File: src/sv/pcdg_pkg.sv
// Shared types and constants of the plane-change deadband gate.
package pcdg_pkg;

  localparam int unsigned INTERCEPT_W = 24;
  localparam int unsigned SLOPE_W     = 20;
  localparam int unsigned COORD_W     = 14;
  localparam int unsigned DELTA_W     = 24;
  localparam int unsigned COUNT_W     = 5;
  localparam int unsigned SLOT_W      = 4;
  localparam int unsigned CFG_IDX_W   = 1;
  localparam int unsigned CFG_DATA_W  = 24;

  // Difference terms and the running sum; the sum is in units of 2^-12 of an intercept step.
  localparam int unsigned DI_W   = INTERCEPT_W + 1;
  localparam int unsigned DS_W   = SLOPE_W + 1;
  localparam int unsigned PROD_W = DS_W + COORD_W;
  localparam int unsigned ACC_W  = 40;
  localparam int unsigned FRAC_W = 12;

  // Largest number of table slots in use; larger point_count values are clamped to it.
  localparam int unsigned SLOT_CAP = 16;

  typedef enum logic [1:0] {
    OP_OBSERVE = 2'd0,
    OP_LOAD    = 2'd1,
    OP_RESET   = 2'd2
  } opcode_t;

  typedef enum logic [1:0] {
    ACT_NONE      = 2'd0,
    ACT_FAIL_OPEN = 2'd1,
    ACT_RECALC    = 2'd2,
    ACT_REFRESH   = 2'd3
  } action_t;

  typedef enum logic [CFG_IDX_W-1:0] {
    CFG_DEADBAND    = 1'd0,
    CFG_POINT_COUNT = 1'd1
  } cfg_reg_t;

  localparam logic [DELTA_W-1:0]    DELTA_MAX     = {DELTA_W{1'b1}};
  localparam logic [COUNT_W-1:0]    POINT_COUNT_RST = 5'd4;

endpackage

File: src/sv/plane_change_deadband_gate_unit.sv
// Plane-change deadband gate: reference plane, point table and delta sequencer.
//
//   channel | direction | handshake           | payload
//   --------+-----------+---------------------+---------------------------------------
//   in      | input     | in_valid / in_stall | opcode, cand_*, point_index, point_x/y
//   out     | output    | out_valid/out_stall | action, max_delta, delta_saturated
//   cfg     | input     | cfg_valid/cfg_ready | cfg_index, cfg_data
//
// Load, reset, undefined and trivial observe items set finish on transfer and then move to
// the output register once it is free. A candidate that needs a delta runs S_SETUP, then
// per point in use one table read, two passes through the shared multiplier, a sum step
// and a round-and-compare step, then S_DECIDE. rst is synchronous; it clears the reference
// plane, configuration and control state, not the point table. in_stall is high while an
// item is in work or waits for the output register, but not while a result sits there.
module plane_change_deadband_gate_unit #(
  parameter int unsigned NUM_POINTS = 16
) (
  input  logic                                 clk,
  input  logic                                 rst,
  // input items
  input  logic                                 in_valid,
  output logic                                 in_stall,
  input  logic [1:0]                           opcode,
  input  logic                                 cand_valid,
  input  logic signed [pcdg_pkg::INTERCEPT_W-1:0] cand_intercept,
  input  logic signed [pcdg_pkg::SLOPE_W-1:0]  cand_slope_x,
  input  logic signed [pcdg_pkg::SLOPE_W-1:0]  cand_slope_y,
  input  logic [pcdg_pkg::SLOT_W-1:0]          point_index,
  input  logic signed [pcdg_pkg::COORD_W-1:0]  point_x,
  input  logic signed [pcdg_pkg::COORD_W-1:0]  point_y,
  // results
  output logic                                 out_valid,
  input  logic                                 out_stall,
  output logic [1:0]                           action,
  output logic [pcdg_pkg::DELTA_W-1:0]         max_delta,
  output logic                                 delta_saturated,
  // configuration
  input  logic                                 cfg_valid,
  output logic                                 cfg_ready,
  input  logic [pcdg_pkg::CFG_IDX_W-1:0]       cfg_index,
  input  logic [pcdg_pkg::CFG_DATA_W-1:0]      cfg_data
);

  localparam int unsigned AW = $clog2(NUM_POINTS);
  localparam int unsigned SLOT_LIMIT =
    (NUM_POINTS < pcdg_pkg::SLOT_CAP) ? NUM_POINTS : pcdg_pkg::SLOT_CAP;
  localparam int unsigned CW = pcdg_pkg::COORD_W;
  localparam int unsigned RW = 2 * CW;
  localparam int unsigned IW = pcdg_pkg::INTERCEPT_W;
  localparam int unsigned SW = pcdg_pkg::SLOPE_W;
  localparam int unsigned AccW = pcdg_pkg::ACC_W;
  localparam int unsigned PW = pcdg_pkg::PROD_W;
  localparam int unsigned DW = pcdg_pkg::DELTA_W;
  localparam int unsigned KW = pcdg_pkg::COUNT_W;
  localparam int unsigned FRAC_W_L = pcdg_pkg::FRAC_W;

  typedef enum logic [2:0] {
    S_IDLE,
    S_SETUP,
    S_RD,
    S_MULX,
    S_MULY,
    S_SUM,
    S_EVAL,
    S_DECIDE
  } state_t;

  state_t state;
  logic   finish;

  // Configuration registers.
  logic [DW-1:0] deadband;
  logic [KW-1:0] point_count;

  // Reference plane and captured candidate.
  logic                 have_ref;
  logic signed [IW-1:0] ref_intercept;
  logic signed [SW-1:0] ref_slope_x;
  logic signed [SW-1:0] ref_slope_y;
  logic signed [IW-1:0] cand_i;
  logic signed [SW-1:0] cand_x;
  logic signed [SW-1:0] cand_y;

  // Datapath.
  logic signed [pcdg_pkg::DI_W-1:0] diff_i;
  logic signed [pcdg_pkg::DS_W-1:0] diff_x;
  logic signed [pcdg_pkg::DS_W-1:0] diff_y;
  logic signed [PW-1:0]             prod;
  logic signed [AccW-1:0]           acc;
  logic [KW-1:0]                    k;
  logic [KW-1:0]                    cnt;

  // Result being built.
  logic [1:0]    res_action;
  logic [DW-1:0] res_maxd;
  logic          res_sat;

  logic          in_accept;
  logic          out_free;
  logic          ram_we;
  logic [RW-1:0] ram_rdata;
  logic signed [CW-1:0] tab_x;
  logic signed [CW-1:0] tab_y;

  logic signed [pcdg_pkg::DS_W-1:0] mul_a;
  logic signed [CW-1:0]             mul_b;
  logic signed [PW-1:0]             mul_p;
  logic [AccW-1:0]                  rnd;
  logic [AccW-FRAC_W_L-1:0]         rq;
  logic                             over;
  logic [DW-1:0]                    r_cl;
  logic [KW-1:0]                    cnt_lim;
  logic [KW-1:0]                    k_inc;

  assign in_stall  = (state != S_IDLE) || finish;
  assign in_accept = in_valid && !in_stall;
  assign out_free  = !out_valid || !out_stall;
  assign cfg_ready = 1'b1;

  assign ram_we = in_accept && (opcode == pcdg_pkg::OP_LOAD) &&
                  (32'(point_index) < NUM_POINTS);

  pcdg_ram #(
    .WIDTH (RW),
    .DEPTH (NUM_POINTS)
  ) u_points (
    .clk   (clk),
    .we    (ram_we),
    .waddr (AW'(point_index)),
    .wdata ({point_x, point_y}),
    .raddr (AW'(k)),
    .rdata (ram_rdata)
  );

  assign tab_x = ram_rdata[RW-1:CW];
  assign tab_y = ram_rdata[CW-1:0];

  // One shared multiplier: X term in S_MULX, Y term in S_MULY.
  assign mul_a = (state == S_MULX) ? diff_x : diff_y;
  assign mul_b = (state == S_MULX) ? tab_x : tab_y;
  assign mul_p = mul_a * mul_b;

  // Magnitude rounded half up in one add: for negative d, -d + 2048 == ~d + 2049.
  assign rnd  = acc[AccW-1] ? (~acc + AccW'(2049)) : (acc + AccW'(2048));
  assign rq   = rnd[AccW-1:FRAC_W_L];
  assign over = |rq[AccW-FRAC_W_L-1:DW];
  assign r_cl = over ? pcdg_pkg::DELTA_MAX : rq[DW-1:0];

  assign cnt_lim = (point_count > KW'(SLOT_LIMIT)) ? KW'(SLOT_LIMIT) : point_count;
  assign k_inc   = k + KW'(1);

  always_ff @(posedge clk) begin
    if (rst) begin
      deadband    <= '0;
      point_count <= pcdg_pkg::POINT_COUNT_RST;
    end else if (cfg_valid && cfg_ready) begin
      case (cfg_index)
        pcdg_pkg::CFG_DEADBAND:    deadband    <= cfg_data[DW-1:0];
        pcdg_pkg::CFG_POINT_COUNT: point_count <= cfg_data[KW-1:0];
        default: ;
      endcase
    end
  end

  always_ff @(posedge clk) begin
    if (rst) begin
      state         <= S_IDLE;
      finish        <= 1'b0;
      have_ref      <= 1'b0;
      ref_intercept <= '0;
      ref_slope_x   <= '0;
      ref_slope_y   <= '0;
      out_valid     <= 1'b0;
    end else begin
      // A finished result moves to the output register once that is free.
      if (finish && out_free) begin
        finish          <= 1'b0;
        out_valid       <= 1'b1;
        action          <= res_action;
        max_delta       <= res_maxd;
        delta_saturated <= res_sat;
      end else if (out_valid && !out_stall) begin
        out_valid <= 1'b0;
      end

      case (state)
        S_IDLE: begin
          if (in_accept) begin
            res_maxd <= '0;
            res_sat  <= 1'b0;
            cand_i   <= cand_intercept;
            cand_x   <= cand_slope_x;
            cand_y   <= cand_slope_y;
            case (opcode)
              pcdg_pkg::OP_RESET: begin
                have_ref      <= 1'b0;
                ref_intercept <= '0;
                ref_slope_x   <= '0;
                ref_slope_y   <= '0;
                res_action    <= pcdg_pkg::ACT_NONE;
                finish        <= 1'b1;
              end
              pcdg_pkg::OP_OBSERVE: begin
                if (!cand_valid) begin
                  if (have_ref) begin
                    have_ref      <= 1'b0;
                    ref_intercept <= '0;
                    ref_slope_x   <= '0;
                    ref_slope_y   <= '0;
                    res_action    <= pcdg_pkg::ACT_FAIL_OPEN;
                  end else begin
                    res_action <= pcdg_pkg::ACT_NONE;
                  end
                  finish <= 1'b1;
                end else if (!have_ref) begin
                  have_ref      <= 1'b1;
                  ref_intercept <= cand_intercept;
                  ref_slope_x   <= cand_slope_x;
                  ref_slope_y   <= cand_slope_y;
                  res_action    <= pcdg_pkg::ACT_RECALC;
                  finish        <= 1'b1;
                end else begin
                  state <= S_SETUP;
                end
              end
              default: begin
                res_action <= pcdg_pkg::ACT_NONE;
                finish     <= 1'b1;
              end
            endcase
          end
        end
        S_SETUP: begin
          diff_i <= {cand_i[IW-1], cand_i} - {ref_intercept[IW-1], ref_intercept};
          diff_x <= {cand_x[SW-1], cand_x} - {ref_slope_x[SW-1], ref_slope_x};
          diff_y <= {cand_y[SW-1], cand_y} - {ref_slope_y[SW-1], ref_slope_y};
          k      <= '0;
          cnt    <= cnt_lim;
          state  <= (cnt_lim == '0) ? S_DECIDE : S_RD;
        end
        S_RD: begin
          state <= S_MULX;
        end
        S_MULX: begin
          prod  <= mul_p;
          state <= S_MULY;
        end
        S_MULY: begin
          prod  <= mul_p;
          acc   <= {{3{diff_i[pcdg_pkg::DI_W-1]}}, diff_i, {FRAC_W_L{1'b0}}} +
                   {{(AccW-PW){prod[PW-1]}}, prod};
          state <= S_SUM;
        end
        S_SUM: begin
          acc   <= acc + {{(AccW-PW){prod[PW-1]}}, prod};
          state <= S_EVAL;
        end
        S_EVAL: begin
          if (over) begin
            res_sat <= 1'b1;
          end
          if (r_cl > res_maxd) begin
            res_maxd <= r_cl;
          end
          k     <= k_inc;
          state <= (k_inc == cnt) ? S_DECIDE : S_RD;
        end
        S_DECIDE: begin
          if (res_sat || (res_maxd >= deadband)) begin
            ref_intercept <= cand_i;
            ref_slope_x   <= cand_x;
            ref_slope_y   <= cand_y;
            res_action    <= pcdg_pkg::ACT_RECALC;
          end else begin
            res_action <= pcdg_pkg::ACT_REFRESH;
          end
          finish <= 1'b1;
          state  <= S_IDLE;
        end
        default: begin
          state <= S_IDLE;
        end
      endcase
    end
  end

`ifndef SYNTHESIS
  a_sat_is_max: assert property (@(posedge clk) disable iff (rst)
    out_valid && delta_saturated |-> max_delta == pcdg_pkg::DELTA_MAX)
    else $error("saturated result without full-scale delta");

  a_no_delta_on_none: assert property (@(posedge clk) disable iff (rst)
    out_valid && (action == pcdg_pkg::ACT_NONE || action == pcdg_pkg::ACT_FAIL_OPEN)
    |-> max_delta == '0 && !delta_saturated)
    else $error("delta reported for an item that computes none");

  a_point_in_range: assert property (@(posedge clk) disable iff (rst)
    state == S_RD |-> k < cnt && cnt <= KW'(SLOT_LIMIT))
    else $error("point walk beyond the points in use");

  a_first_valid_takes_ref: assert property (@(posedge clk) disable iff (rst)
    in_accept && opcode == pcdg_pkg::OP_OBSERVE && cand_valid && !have_ref
    |=> have_ref && res_action == pcdg_pkg::ACT_RECALC)
    else $error("first valid candidate not taken as reference");

  a_ram_write_idle: assert property (@(posedge clk) disable iff (rst)
    ram_we |=> finish && state == S_IDLE)
    else $error("table load did not finish at once");
`endif

endmodule

File: src/sv/pcdg_ram.sv
// Generic single-port-write, registered-read RAM.
module pcdg_ram #(
  parameter int unsigned WIDTH = 28,
  parameter int unsigned DEPTH = 16
) (
  input  logic                     clk,
  input  logic                     we,
  input  logic [$clog2(DEPTH)-1:0] waddr,
  input  logic [WIDTH-1:0]         wdata,
  input  logic [$clog2(DEPTH)-1:0] raddr,
  output logic [WIDTH-1:0]         rdata
);

  logic [WIDTH-1:0] mem [DEPTH];

  always_ff @(posedge clk) begin
    if (we) begin
      mem[waddr] <= wdata;
    end
    rdata <= mem[raddr];
  end

endmodule

File: config.mk
export PLATFORM = sky130hd
export DESIGN_NAME = plane_change_deadband_gate_unit
export DESIGN_NICKNAME = d
export VERILOG_FILES = /design/src/sv/pcdg_pkg.sv /design/src/sv/plane_change_deadband_gate_unit.sv /design/src/sv/pcdg_ram.sv
export SDC_FILE = /design/constraint.sdc
export NUM_CORES = 2
export LEC_CHECK = 0
export BUFFER_PORTS_ARGS = -buffer_cell sky130_fd_sc_hd__buf_2
export CAP_MARGIN = 10
export CORE_ASPECT_RATIO = 2
export CORE_MARGIN = 2
export CORE_UTILIZATION = 30
export CTS_CLUSTER_DIAMETER = 30
export DETAILED_ROUTE_END_ITERATION = 12
export SLEW_MARGIN = 20
export SYNTH_ARGS = -nofsm -noshare
export SYNTH_HDL_FRONTEND = slang
export SYNTH_SLANG_ARGS = --single-unit
File: constraint.sdc
create_clock -name clk -period 9.2 [get_ports clk]
set_input_delay 1.84 -clock clk [delete_from_list [all_inputs] [get_ports clk]]
set_output_delay 1.84 -clock clk [all_outputs]
set_load 0.03 [all_outputs]
**After elaboration in Yosys (flattened, before gate mapping)**

Memories as Yosys holds them, arrays and structs flattened. A register that Yosys moved wholly into a read port is not among the register bits.
Cells that the tools add are included.

- Register bits after elaboration: 369
- Latch bits: 0
- Bits in writable memories: 448
- Bits in read-only memories: 0
- Output and inout port bits: 30
- Memories kept: 1

- $add $sub $neg: 8
- Multiply operators: 1
- Divide/modulo/power cells: 0
- Magnitude comparators: 3
- Equal/unequal tests: 20
- Shift-type cells: 0
- Mux-type cells: 59
- Bitwise gates (word level): 3
- Reduce and logical (&&, ||, !) cells: 36

Memories:

| memory | words | width | rd ports | clocked after memory_dff | write ports | RTL line | text |
|---|---|---|---|---|---|---|---|
| u_points.mem | 16 | 28 | 1 | 1 | 1 | pcdg_ram.sv:14 | `logic [WIDTH-1:0] mem [DEPTH];` |

Operators by type and width:

| kind | number |
|---|---|
| 24-bit two-way mux | 8 |
| 20-bit two-way mux | 9 |
| 20-bit case mux with 2 select lines | 4 |
| 24-bit case mux with 2 select lines | 3 |
| 40-bit by 13-bit adder with 40-bit output, second input constant | 2 |
| 40-bit case mux with 2 select lines | 1 |
| 20-bit by 20-bit subtractor with 21-bit output | 2 |
| 40-bit adder | 1 |
| 40-bit two-way mux | 1 |
| 40-bit NOT | 1 |
| 37-bit by 35-bit adder with 38-bit output | 1 |
| 21-bit by 14-bit multiplier with 35-bit output | 1 |
| 24-bit by 24-bit subtractor with 25-bit output | 1 |
| 24-bit greater-or-equal comparator | 1 |
| 24-bit > comparator | 1 |
| 3-bit case mux with 8 select lines | 1 |
| 21-bit two-way mux | 1 |
| 3-bit two-way mux | 6 |
| 4-bit AND reduction | 4 |
| 1-bit two-way mux | 14 |
| 14-bit two-way mux | 1 |
| 2-bit AND reduction | 7 |
| 3-bit equality test, second input constant | 4 |
| 2-bit != test, second input constant | 6 |
| 28 further kinds | 49 |

**Logic depth before layout (Yosys ltp)**

- Depth after elaboration: 9
- Mapped depth: 30
- Mapped depth without buffers: 26

**Hierarchy**

Synthesis repeated with hierarchy kept, for this count alone.

- Cells, all modules: 4141
- Area total of the unflattened synthesis: 50099.3 µm²

Modules (own cells, without submodules):

| module | times used | cells each | area an instance (µm²) | seq. area each (µm²) |
|---|---|---|---|---|
| plane_change_deadband_gate_unit | 1 | 3406 | 32576.2 | 10089.7 |
| pcdg_ram | 1 | 735 | 17523.1 | 14013.4 |

**Least setup slack after synthesis**

No wires, ideal clock.

- Path kind: register -> register
- From: register state[2]
- To: register prod[32] (data pin)
- Arrival: 7.625 ns
- Required time: 9.063 ns
- Slack: 1.438 ns
- Stages on the path, launching flop included: 28
- Cells stage by stage: dfxtp_1 > clkbuf_1 > nand3b_1 > clkbuf_1 > clkbuf_1 > mux2i_1 > nor2_1 > fa_1 > inv_1 > fa_1 > inv_1 > fa_1 > inv_1 > fa_1 > fa_1 > inv_1 > fa_1 > ha_1 > nor2_1 > nor2b_1 > o21a_1 > o221ai_1 > a21oi_1 > a31o_2 > a221o_1 > a211o_1 > or4_1 > nand4_1

- Longest elaborated chain between the ends: 3
- Elaborated cells between the ends (all ways): 4
- Those cells by class: 1 x mul; 1 x eq/ne; 2 x mux

RTL lines:

| element | RTL line | text |
|---|---|---|
| start: declaration | plane_change_deadband_gate_unit.sv:68 | `state_t state;` |
| start signal: assignment | plane_change_deadband_gate_unit.sv:239 | `state <= (cnt_lim == '0) ? S_DECIDE : S_RD;` |
| start signal: assignment | plane_change_deadband_gate_unit.sv:266 | `state <= (k_inc == cnt) ? S_DECIDE : S_RD;` |
| 3-bit by 2-bit equality test with 1-bit output * | plane_change_deadband_gate_unit.sv:139, plane_change_deadband_gate_unit.sv:140 |  |
| 21-bit two-way mux or 14-bit two-way mux (tied branches) | plane_change_deadband_gate_unit.sv:139, plane_change_deadband_gate_unit.sv:140 |  |
| 21-bit by 14-bit multiplier with 35-bit output * | plane_change_deadband_gate_unit.sv:141 | `assign mul_p = mul_a * mul_b;` |
| named net mul_p[32] | plane_change_deadband_gate_unit.sv:107 | `logic signed [PW-1:0] mul_p;` |
| end signal: assignment | plane_change_deadband_gate_unit.sv:245 | `prod <= mul_p;` |
| end signal: assignment | plane_change_deadband_gate_unit.sv:249 | `prod <= mul_p;` |
| end: declaration | plane_change_deadband_gate_unit.sv:88 | `logic signed [PW-1:0] prod;` |

The timed path passes the listed nets; every way through them passes the cells marked *.
A chain may end at the register's enable or synchronous reset.

**Worst setup path after layout**

- From: register state[2]
- To: register prod[33] (data pin)

The elaborated chain is that of the path after synthesis.

==> results.md <==
- DRC: 0
- Core Region: 164000 um^2
- Worst Path Arrival: 8.86 ns
- Status: finished, final reports clean
- CP Capture Type: flop
- CP max stage delay: 0.91 ns
- Final WL: 137000 um
- HP Start: res_sat
- Top delay family on crit path: adder cells
- Final net count: 4923
- Synth Warn #: 0
- Die Height: 578 um
- Seq/Total Area, Yosys: 0.488
- Slew headroom: 0.235
- FF+latch area: 24100 um^2
- GP Congestion: 0.961
- Initial antenna violation count: 11
- Req. time, crit path: 9.68 ns
- Final period utilization: 0.911
- CP Launch Type: flop
- I/O Pins: 159
- HPWL after DPL: 99100 um
- Congestion Overflow GR: 0
- Clock Skews: 0.0694 ns
- Critical path's most frequent cell: fa_1
- Post-synth top cells: edfxtp_1, inv_1, nor2_1, nand2_1, fa_1
- Share of the synthesized area in the top cell type: 0.436
- Least-Margin Pin Slew: 1.12 ns
- Critical path type: reg2reg
- Initial DRC count: 1875
- Clock buffer count from CTS: 150
- Worst path bufs/invs: 5
- Crit-path cells: nand3b_1 -> buf_12 -> mux2i_1 -> nor2_1 -> fa_1 -> inv_1 -> fa_1 -> inv_1 -> fa_1 -> fa_1 -> fa_1 -> inv_1 -> fa_1 -> inv_1 -> ha_1 -> and3_1 -> a311oi_1 -> o21ai_0 -> a211oi_1 -> nor2b_1 -> o21ai_0 -> nand2b_1 -> a311o_1 -> xor2_1
- Global-route wire length before repair: 207000 um
- CTS Root Buffer Type: clkbuf_16
- Yosys reg bits: 845
- FF-to-FF End: prod[33]
- Hold Path End: delta_saturated
- Post-Syn Area per Cell: 12.3 um^2
- Cell taking the most area after synthesis: edfxtp_1
- Post-synth EDFFs: 718
- Clock transition at path regs: 0.05 ns
- Final Setup Violations: 0
- CTS tree: built
- PortBufs: 157
- DIE AREA: 168000 um^2
- Via count: 32346
- First drt pass iteration count: 6
- Max-cap violations: 0
- Post_cts resized: 0
- Slew Viols, Final: 0
- Hold Crit Depth: 0
- Syn nets: 4683
- Worst R2R Start: state[2]
- Share of cells above drive strength 1: 0.159
- Post-synthesis cell type count: 74
- Post-CTS Setup Inserts: 0
- Post-CTS Hold Buffers: 0
- R2R Setup Slk: 0.82 ns
- Crit-path slowest cell: mux2i_1
- Fin crit period: 8.38 ns
- Fillers: 15975
- Worst min path class: reg2reg
- Asr flop ratio synth: 0
- FP Rows: 210
- Drt wl/cell: 21.1 um
- Largest cells by area after synthesis: edfxtp_1, fa_1, ha_1, mux4_2, dfxtp_1
- Syn-to-layout area delta: 17.4%
- Maximum clock frequency: 0.119 GHz
- Area occupied by multi-input gates: 23200 um^2
- CTS sink cnt: 845
- Routed vias/inst: 4.99
- Post-DRT Antenna Nets: 0
- R2r worst-path depth: 24
- Netlist Area Pre-Place: 49400 um^2
- Htree depth: 4
- Clock insertion delay at the later pin of the skew report: 0.78 ns
- Initial Util: 0.302
- Pin count of the biggest net entering global routing: 113
- Number of global-route vias before repair: 34591
- Clock buffer depth: 4
- Cells after synthesis: 4009
- GR Util All Layers: 0.163
- RSZ-0062 raised after global routing: no
- Die Wd: 291 um
- Crit-path max FO: 65
- Setup TNS: 0 ns
- Ys flop type: edfxtp_1
- Cell with the most instances after synthesis: edfxtp_1
- Final Hold Vio Count: 0
metal layers:
metal,global-route usage,vias to the layer above,part of all wire
li1,-,14855,-
met3,0.0235,372,0.041
met4,0.104,10,0.068
met2,0.317,866,0.55
met1,0.159,16243,0.34
met5,0,-,0.00046
layout by cell type, fill, tap and decap left out, types with 41 or more instances in the layout:
cell type	instances
fa_1	284
a21o_1	56
ha_1	261
xnor2_1	112
nand3_1	41
buf_2	156
inv_1	464
a211oi_1	90
xor2_1	55
a21oi_1	180
nor2_1	345
clkbuf_16	154
buf_4	64
dfxtp_1	127
a22oi_1	70
o21ai_0	118
mux4_2	140
nand2_1	316
nor3_1	43
edfxtp_1	718
logic make-up after synthesis:
family,share of synthesized area
and+or+nand+nor,0.0870
adders and majority gates,0.181
buffers and inverters,0.0460
xor gates and xnor gates,0.0296
AOI/OAI and AO/OA,0.0903
muxes,0.0780
DFF,0.488
other,0.0000759
through the flow:
| stage | cell area [um^2] | worst slack, ns | utilization | instances | hold WS, ns |
|---|---|---|---|---|---|
| final | 58000 | 0.823 | 0.354 | 6485 | 0.434 |
| after global routing | 58000 | 0.509 | 0.354 | 6484 | 0.437 |
| after CTS | 58000 | 0.905 | 0.354 | 6482 | 0.431 |
| after detailed placement | 53100 | 0.910 | 0.324 | 6217 | 0.421 |
| after global placement | 53000 | 1.07 | 0.324 | 6216 | 0.408 |
| after floorplan | 49400 | 1.44 | - | 4009 | 0.400 |
registers in the layout (all words and copies together), names as in the netlist, 20 cells and up:
name and count:
diff_i 25, res_maxd 24, deadband 24, diff_y 21, diff_x 21, u_points.rdata 28, acc 40, cand_i 24
ref_intercept 24, cand_x 20, prod 35, u_points.mem 448, max_delta 24, ref_slope_y 20, cand_y 20, ref_slope_x 20
worst max path at each step:
stage | start | end | slack [ns] | cells after the start
after floorplan | state[2] | prod[32] | 1.44 | 27
after global placement | state[2] | prod[33] | 1.07 | 24
after detailed placement | state[2] | prod[33] | 0.91 | 25
after CTS | state[2] | prod[33] | 0.91 | 25
after global routing | state[2] | prod[33] | 0.51 | 24
final | state[2] | prod[33] | 0.82 | 24
final cells by class:
cell class	instances	area share
timing repair buffer	224	0.0233
clock buffer	165	0.0678
sequential	845	0.416
inverter	464	0.0300
clock inverter	100	0.0174
multi-input combinational	2564	0.400
antenna	3	0.000129
tap	2120	0.0457
Power is left out: the tool's default activity adds up to more than one toggle a clock period on the data nets, which glitch-free logic cannot reach.
